### src/hw/rtl/hdmi_data_island_encoder_assert.svh
// assertion macros for the data island encoder
// sampled on clk_i and disabled while rst_ni is low
`ifndef HDMI_DATA_ISLAND_ENCODER_ASSERT_SVH
`define HDMI_DATA_ISLAND_ENCODER_ASSERT_SVH

`ifndef NO_ASSERTIONS
`define HDIE_ASSERT(name, prop, msg) \
  name: assert property (@(posedge clk_i) disable iff (!rst_ni) prop) else $error(msg);
`define HDIE_ASSERT_NEXT(name, pre, post, msg) \
  name: assert property (@(posedge clk_i) disable iff (!rst_ni) pre |=> post) else $error(msg);
`else
`define HDIE_ASSERT(name, prop, msg)
`define HDIE_ASSERT_NEXT(name, pre, post, msg)
`endif

`endif

### src/hw/rtl/hdie_pkg.sv
`default_nettype none

package hdie_pkg;

  localparam int unsigned NumSub   = 4;
  localparam int unsigned EccLanes = NumSub + 1;

  localparam logic [5:0] LastIdx     = 6'd35;
  localparam logic [5:0] DataFirst   = 6'd2;
  localparam logic [5:0] DataEnd     = 6'd34;
  // first word that reads an ecc bit (header bit 24)
  localparam logic [5:0] EccNeedIdx  = 6'd26;
  localparam logic [9:0] GuardSymbol = 10'h133;
  localparam logic [7:0] EccPoly     = 8'h83;
  localparam logic [2:0] HdrBytes    = 3'd3;
  localparam logic [2:0] SubBytes    = 3'd7;

  typedef struct packed {
    logic [23:0] header_bytes;
    logic [55:0] subpacket_0;
    logic [55:0] subpacket_1;
    logic [55:0] subpacket_2;
    logic [55:0] subpacket_3;
    logic        vsync_pulse;
    logic        hsync_pulse;
  } in_t;

  typedef struct packed {
    logic [29:0] island_word;
    logic        last_word;
  } out_t;

  // one byte of the lsb-first bch shift register
  function automatic logic [7:0] ecc_byte(input logic [7:0] ecc, input logic [7:0] data);
    logic [7:0] r;
    logic       fb;
    r = ecc;
    for (int i = 0; i < 8; i++) begin
      fb = r[0] ^ data[i];
      r  = r >> 1;
      if (fb) begin
        r = r ^ EccPoly;
      end
    end
    return r;
  endfunction

  function automatic logic [9:0] terc4(input logic [3:0] nib);
    logic [9:0] sym;
    case (nib)
      4'h0:    sym = 10'h29C;
      4'h1:    sym = 10'h263;
      4'h2:    sym = 10'h2E4;
      4'h3:    sym = 10'h2E2;
      4'h4:    sym = 10'h171;
      4'h5:    sym = 10'h11E;
      4'h6:    sym = 10'h18E;
      4'h7:    sym = 10'h13C;
      4'h8:    sym = 10'h2CC;
      4'h9:    sym = 10'h139;
      4'hA:    sym = 10'h19C;
      4'hB:    sym = 10'h2C6;
      4'hC:    sym = 10'h28E;
      4'hD:    sym = 10'h271;
      4'hE:    sym = 10'h163;
      default: sym = 10'h2C3;
    endcase
    return sym;
  endfunction

endpackage

`default_nettype wire

### src/hw/rtl/hdie_ecc_lane.sv
`default_nettype none

module hdie_ecc_lane (
  input  wire logic        clk_i,
  input  wire logic        rst_ni,
  input  wire logic        start_i,
  input  wire logic [2:0]  num_bytes_i,
  input  wire logic [55:0] data_i,
  output logic      [7:0]  ecc_o,
  output logic             done_o
);

  logic [55:0] data_q, data_d;
  logic [7:0]  ecc_q, ecc_d;
  logic [2:0]  cnt_q, cnt_d;

  always_comb begin
    data_d = data_q;
    ecc_d  = ecc_q;
    cnt_d  = cnt_q;
    if (start_i) begin
      data_d = data_i;
      ecc_d  = 8'h00;
      cnt_d  = num_bytes_i;
    end else if (cnt_q != 3'd0) begin
      // one byte per cycle, lowest byte first
      ecc_d  = hdie_pkg::ecc_byte(ecc_q, data_q[7:0]);
      data_d = data_q >> 8;
      cnt_d  = cnt_q - 3'd1;
    end
  end

  always_ff @(posedge clk_i or negedge rst_ni) begin
    if (!rst_ni) begin
      cnt_q <= 3'd0;
    end else begin
      cnt_q <= cnt_d;
    end
  end

  always_ff @(posedge clk_i) begin
    data_q <= data_d;
    ecc_q  <= ecc_d;
  end

  assign ecc_o  = ecc_q;
  assign done_o = (cnt_q == 3'd0);

endmodule

`default_nettype wire

### src/hw/rtl/hdmi_data_island_encoder.sv
`default_nettype none

// Data island encoder: each accepted request is one packet (header, four
// subpackets, sync flags) and yields 36 words of 30 bits, one per cycle while
// the output is not stalled: two guard words, 32 TERC4 words, two guard words,
// with last_word set on the 36th. The sustained packet rate is set by the 36
// words each packet yields at one word per cycle. Five ECC lanes (header and
// each subpacket) work side by side, one byte per cycle, and finish well
// before the first word that carries ECC bits. A one-packet input buffer takes
// the next request while the current island is still being sent, so islands
// follow each other with no gap. The sync polarity bit is sampled when a
// packet starts and should only be written while the block is idle.

`include "hdmi_data_island_encoder_assert.svh"

module hdmi_data_island_encoder (
  input  wire logic           clk_i,
  input  wire logic           rst_ni,
  input  wire logic           cfg_we_i,
  input  wire logic           cfg_data_i,
  input  wire logic           in_valid_i,
  output logic                in_stall_o,
  input  wire hdie_pkg::in_t  in_req_i,
  output logic                out_valid_o,
  input  wire logic           out_stall_i,
  output hdie_pkg::out_t      out_req_o
);

  logic           sync_pos_q;
  logic           pend_valid_q, pend_valid_d;
  hdie_pkg::in_t  pend_q;
  logic           active_q, active_d;
  logic [5:0]     idx_q, idx_d;
  logic [1:0]     hv_q;
  logic [23:0]    hdr_q;
  logic [55:0]    sub_q [hdie_pkg::NumSub];
  logic           out_valid_q, out_valid_d;
  hdie_pkg::out_t out_q;

  logic           in_fire, out_free, gen_fire, gen_last, load;
  logic [1:0]     hv_new;

  logic [55:0]    lane_data [hdie_pkg::EccLanes];
  logic [2:0]     lane_bytes [hdie_pkg::EccLanes];
  logic [7:0]     lane_ecc [hdie_pkg::EccLanes];
  logic [hdie_pkg::EccLanes-1:0] lane_done;

  logic [31:0]    hdr_full;
  logic [63:0]    sub_full [hdie_pkg::NumSub];
  logic [5:0]     s_ext;
  logic [4:0]     s;
  logic           is_guard;
  logic [3:0]     n0, n1, n2;
  logic [9:0]     l0, l1, l2;
  hdie_pkg::out_t word;

  // handshake
  assign in_stall_o = pend_valid_q;
  assign in_fire    = in_valid_i && !pend_valid_q;
  assign out_free   = !out_valid_q || !out_stall_i;
  assign gen_fire   = active_q && out_free;
  assign gen_last   = gen_fire && (idx_q == hdie_pkg::LastIdx);
  assign load       = pend_valid_q && (!active_q || gen_last);

  assign hv_new = {pend_q.vsync_pulse == sync_pos_q, pend_q.hsync_pulse == sync_pos_q};

  // ecc lanes
  assign lane_data[0]  = {32'd0, pend_q.header_bytes};
  assign lane_data[1]  = pend_q.subpacket_0;
  assign lane_data[2]  = pend_q.subpacket_1;
  assign lane_data[3]  = pend_q.subpacket_2;
  assign lane_data[4]  = pend_q.subpacket_3;
  assign lane_bytes[0] = hdie_pkg::HdrBytes;

  for (genvar g = 0; g < hdie_pkg::EccLanes; g++) begin : g_lane
    if (g > 0) begin : g_sub_bytes
      assign lane_bytes[g] = hdie_pkg::SubBytes;
    end
    hdie_ecc_lane u_lane (
      .clk_i       (clk_i),
      .rst_ni      (rst_ni),
      .start_i     (load),
      .num_bytes_i (lane_bytes[g]),
      .data_i      (lane_data[g]),
      .ecc_o       (lane_ecc[g]),
      .done_o      (lane_done[g])
    );
  end

  // merge: pick the bits for this word and encode three lanes
  always_comb begin
    hdr_full = {lane_ecc[0], hdr_q};
    for (int k = 0; k < hdie_pkg::NumSub; k++) begin
      sub_full[k] = {lane_ecc[k+1], sub_q[k]};
    end
    s_ext    = idx_q - hdie_pkg::DataFirst;
    s        = s_ext[4:0];
    is_guard = (idx_q < hdie_pkg::DataFirst) || (idx_q >= hdie_pkg::DataEnd);
    n0       = {s != 5'd0, hdr_full[s], hv_q};
    for (int k = 0; k < hdie_pkg::NumSub; k++) begin
      n1[k] = sub_full[k][{s, 1'b0}];
      n2[k] = sub_full[k][{s, 1'b1}];
    end
    if (is_guard) begin
      l0 = hdie_pkg::terc4({2'b11, hv_q});
      l1 = hdie_pkg::GuardSymbol;
      l2 = hdie_pkg::GuardSymbol;
    end else begin
      l0 = hdie_pkg::terc4(n0);
      l1 = hdie_pkg::terc4(n1);
      l2 = hdie_pkg::terc4(n2);
    end
    word.island_word = {l2, l1, l0};
    word.last_word   = (idx_q == hdie_pkg::LastIdx);
  end

  always_comb begin
    pend_valid_d = pend_valid_q;
    if (in_fire) begin
      pend_valid_d = 1'b1;
    end else if (load) begin
      pend_valid_d = 1'b0;
    end

    active_d = active_q;
    if (load) begin
      active_d = 1'b1;
    end else if (gen_last) begin
      active_d = 1'b0;
    end

    idx_d = idx_q;
    if (load || gen_last) begin
      idx_d = 6'd0;
    end else if (gen_fire) begin
      idx_d = idx_q + 6'd1;
    end

    out_valid_d = out_valid_q && out_stall_i;
    if (gen_fire) begin
      out_valid_d = 1'b1;
    end
  end

  always_ff @(posedge clk_i or negedge rst_ni) begin
    if (!rst_ni) begin
      sync_pos_q   <= 1'b0;
      pend_valid_q <= 1'b0;
      active_q     <= 1'b0;
      idx_q        <= 6'd0;
      out_valid_q  <= 1'b0;
    end else begin
      if (cfg_we_i) begin
        sync_pos_q <= cfg_data_i;
      end
      pend_valid_q <= pend_valid_d;
      active_q     <= active_d;
      idx_q        <= idx_d;
      out_valid_q  <= out_valid_d;
    end
  end

  always_ff @(posedge clk_i) begin
    if (in_fire) begin
      pend_q <= in_req_i;
    end
    if (load) begin
      hv_q     <= hv_new;
      hdr_q    <= pend_q.header_bytes;
      sub_q[0] <= pend_q.subpacket_0;
      sub_q[1] <= pend_q.subpacket_1;
      sub_q[2] <= pend_q.subpacket_2;
      sub_q[3] <= pend_q.subpacket_3;
    end
    if (gen_fire) begin
      out_q <= word;
    end
  end

  assign out_valid_o = out_valid_q;
  assign out_req_o   = out_q;

  `HDIE_ASSERT(a_idle_idx, !active_q |-> idx_q == 6'd0, "word index not zero while idle")
  `HDIE_ASSERT(a_ecc_ready, active_q && idx_q >= hdie_pkg::EccNeedIdx |-> &lane_done, "ecc not ready")
  `HDIE_ASSERT(a_idx_range, active_q |-> idx_q <= hdie_pkg::LastIdx, "word index out of range")
  `HDIE_ASSERT_NEXT(a_last_out, gen_last, out_valid_q && out_q.last_word, "last word lost")

endmodule

`default_nettype wire
### config.mk
export PLATFORM = sky130hd
export DESIGN_NAME = hdmi_data_island_encoder
export DESIGN_NICKNAME = d
export VERILOG_FILES = /design/src/hw/rtl/hdie_pkg.sv /design/src/hw/rtl/hdie_ecc_lane.sv /design/src/hw/rtl/hdmi_data_island_encoder.sv
export VERILOG_INCLUDE_DIRS = /design/src /design/src/hw/rtl
export SDC_FILE = /design/constraint.sdc
export NUM_CORES = 1
export LEC_CHECK = 0
export BUFFER_PORTS_ARGS = -buffer_cell sky130_fd_sc_hd__buf_4
export CAP_MARGIN = 10
export CORE_MARGIN = 5
export CORE_UTILIZATION = 30
export DETAILED_ROUTE_END_ITERATION = 12
export PLACE_DENSITY = 0.52
export SETUP_SLACK_MARGIN = 0.5
export SLEW_MARGIN = 20
export SYNTH_ARGS = -nofsm -noshare
export SYNTH_HDL_FRONTEND = slang
export SYNTH_SLANG_ARGS = --single-unit
### constraint.sdc
create_clock -name clk_i -period 15.56 [get_ports clk_i]
set_input_delay 0.778 -clock clk_i [delete_from_list [all_inputs] [get_ports clk_i]]
set_output_delay 0.778 -clock clk_i [all_outputs]
set_load 0.01 [all_outputs]
==> metrics.md <==
| Metric | Value |
|---|---|
| Status | `finished, final reports clean` |
| Placed Area | `37520 um^2` |
| CP Capture Type | `register` |
| Worst Reg-to-Reg Cells | `10` |
| DP HPWL | `54.52 mm` |
| CP max-delay cell | `dfrtp_4` |
| Worst VDD drop | `0.1486 mV` |
| HP Class | `input port to asynchronous set/reset pin` |
| Power density over the cells | `218.0 nW/um^2` |
| Residual DRC count | `0` |
| Layout cell share with drive strength beyond 1 | `21.21%` |
| Post-route minimum period | `5760 ps` |
| Die height | `344.8 um` |
| Area of the mapped netlist | `33620 um^2` |
| Period Utilization, post-route | `37.02%` |
| Starting Density | `30.30%` |
| Inserted Clock Buffers | `91` |
| Die ar. | `118900 um^2` |
| Average routed wire per standard cell | `19.45 um` |
| Synth Net Count | `2547` |
| Routed wire length | `80.34 mm` |
| TNS Setup | `0 ps` |
| Vias per cell | `4.484` |
| Final hold violation count | `0` |
| Hold Slack | `86.64 ps` |
| Clock root buffer | `clkbuf_16` |
| Max Slew Vio Count | `0` |
| First DRT Iteration DRCs | `1331` |
| H-tree Lvls | `3` |
| CTS Hold Bufs | `0` |
| Via count | `18520` |
| Cell Rows | `122` |
| RSZ-0062 raised after global routing | `no` |
| Grt total ovfl | `0` |
| R2R Path End | `g_lane[2].u_lane.data_q[11]` |
| Post-Syn Instances | `2255` |
| Clock tree buffer depth | `3` |
| Slew HR | `29.85%` |
| Initial antenna violation count | `2` |
| Post-cts resize count | `0` |
| EDFF count, synth | `779` |
| Sequential area share after synthesis | `73.82%` |
| Sink Count | `844` |
| Commonest cells after routing, fill and taps aside | `edfxtp_1, nand2_1, buf_4, clkbuf_16, xnor2_1` |
| Maximum fanout along the worst path | `80` |
| Setup CP Type | `register to register` |
| Pwr Total | `0.008826 W` |
| Critical-path cell list | `buf_4 > ha_1 > nand3_1 > o21ai_4 > buf_4 > nand2_4 > buf_4 > buf_4 > nand2_2 > buf_4` |
| Top FF cell, synth | `edfxtp_1` |
| Layout area overhead | `20.45%` |
| Cell mode on critical path | `buf_4` |
| Warnings, synthesis | `0` |
| Worst reg2reg setup slack | `9800 ps` |
| Antenna viol nets, final | `0` |
| Reg2reg start | `idx_q[1]` |
| Setup Skew | `22.86 ps` |
| Vias in the first global route | `19400` |
| Placer congestion estimate | `0.8140` |
| Crit start category | `register` |
| Maxcap violations | `0` |
| Most common cell after layout, fill and taps aside | `edfxtp_1` |
| LEAKAGE | `15.34 nW` |
| CP peak stage delay | `860 ps` |
| CTS tree | `yes` |
| Async S/R FF share, synth | `2.962%` |
| Clock latency on the worst-skew pair | `660 ps` |
| CP arrival | `6030 ps` |
| Clk slew on worst S/H paths | `60 ps` |
| Largest net degree at the start of global routing | `226` |
| DRT Pass-1 Iters | `5` |
| First-pass GRT wire length | `119.3 mm` |
| IO Pins | `289` |
| WP data required | `15830 ps` |
| GRT Resource Usage Total | `13.31%` |
| Buffers on Ports | `288` |
| Worst Max-Slew Pin Slew | `1052 ps` |
| Core area | `111000 um^2` |
| # setup viols final | `0` |
| Post-layout nets | `2856` |
| Peak Freq | `173.6 MHz` |
| Final instance area | `40500 um^2` |
| Die width | `344.8 um` |
| Avg Cell Area, Syn | `14.91 um^2` |
| Post-CTS Setup Bufs | `0` |
| Register bit total from synthesis | `844` |
| Yosys cell types | `62` |
[report_power, final]
| group | leakage [nW] | total [W] | internal [W] | switching [W] |
|---|---|---|---|---|
| clock network | 1.42 | 0.00212 | 0.00122 | 0.000899 |
| logic | 5.74 | 0.00335 | 0.00156 | 0.00179 |
| registers | 8.18 | 0.00336 | 0.00312 | 0.000236 |
| total | 15.3 | 0.00883 | 0.00590 | 0.00293 |
[per-stage QoR]
step,setup WS (ps),utilization (%),std cells
after floorplan,3133,-,2255
after global placement,9719,33.81,3958
after detailed placement,9684,33.81,3958
after CTS,9665,36.46,4127
after global routing,9395,36.49,4128
final,9800,36.49,4130
[final cells by class]
cell class	instances	area, um^2
Timing Repair Buffer	316	2405
Fill cell	10560	70480
Antenna cell	2	5.005
Multi-Input combinational cell	1279	8325
Inverter	32	127.6
Clock buffer	109	2345
Sequential cell	844	24830
Clock inverter	60	598.1
Tap cell	1488	1862
[worst max-delay path, delay by kind of cell (launching register included)]
family / cells / cell delay, ps
simple gates: 3 / 890
fa+ha+maj: 1 / 320
compound gates: 1 / 150
flops: 1 / 860
buf+inv: 5 / 2900
[synth_stat cells (all sizes together) (2+ instances only)]
library cell    n  share of area, %
a2111oi         7              0.18
a211oi         18              0.40
a21oi          33              0.52
a22oi           3             0.067
a311oi          3             0.097
a31oi           3             0.056
a32o            5              0.15
and2            6              0.11
and3           42              0.78
buf            25              0.49
clkbuf         75              0.84
dfrtp          25               1.9
dfxtp          40               2.4
edfxtp        779                70
ha             36               1.3
inv            31              0.35
mux2            5              0.18
mux2i          31              0.96
mux4           76               5.1
nand2         682               7.6
nand2b         12              0.22
nand3           9              0.13
nand4           2             0.037
nor2           60              0.67
nor2b           7              0.13
nor3           14              0.21
o2111ai         2             0.052
o211a           2             0.060
o211ai          6              0.13
o21a            6              0.13
o21ai          36              0.54
o22ai           5             0.093
o31a            4              0.10
or2             3             0.056
or3            18              0.33
xnor2          86               2.2
xnor3           7              0.47
xor2           38              0.99
[logic make-up after synthesis]
kind of cell | synth area share [%]
AND/OR/NAND/NOR | 10.36
flip-flops | 73.82
AO/OA/AOI/OAI | 2.869
buffers and inverters | 1.682
XOR/XNOR | 3.699
multiplexers | 6.230
adder cells (fa/ha/maj) | 1.340
[per-layer routing]
layer	share of wire [%]	wire length, um	up-vias	GRT usage (%)
met5	0.016	13	-	0
met4	2.4	1894	2	3.939
met3	5.4	4360	114	2.543
met2	49	39020	496	22.07
met1	44	35050	9122	17.90
li1	-	-	8785	-
[flip-flops by register name, indices dropped and copies added (netlist names), 2 cells and up]
signal and flops:
g_lane.u_lane.data_q 248, idx_q 6, sub_q 224, pend_q 2, hdr_q 24, hv_q 2
g_lane.u_lane.ecc_o 40, out_req_o 31, lane_data 248, g_lane.u_lane.cnt_q 15
[worst max path at each step]
stage,startpoint,end,cells past startpoint
global route,idx_q[1],g_lane[2].u_lane.data_q[47],10
global placement,idx_q[1],g_lane[2].u_lane.data_q[41],10
floorplan,in_valid_i,lane_data[0],1
finish,idx_q[1],g_lane[2].u_lane.data_q[11],10
detailed placement,idx_q[1],g_lane[2].u_lane.data_q[43],10
CTS,idx_q[1],g_lane[2].u_lane.data_q[29],10
No activity file was read; power rests on OpenSTA's default activity.
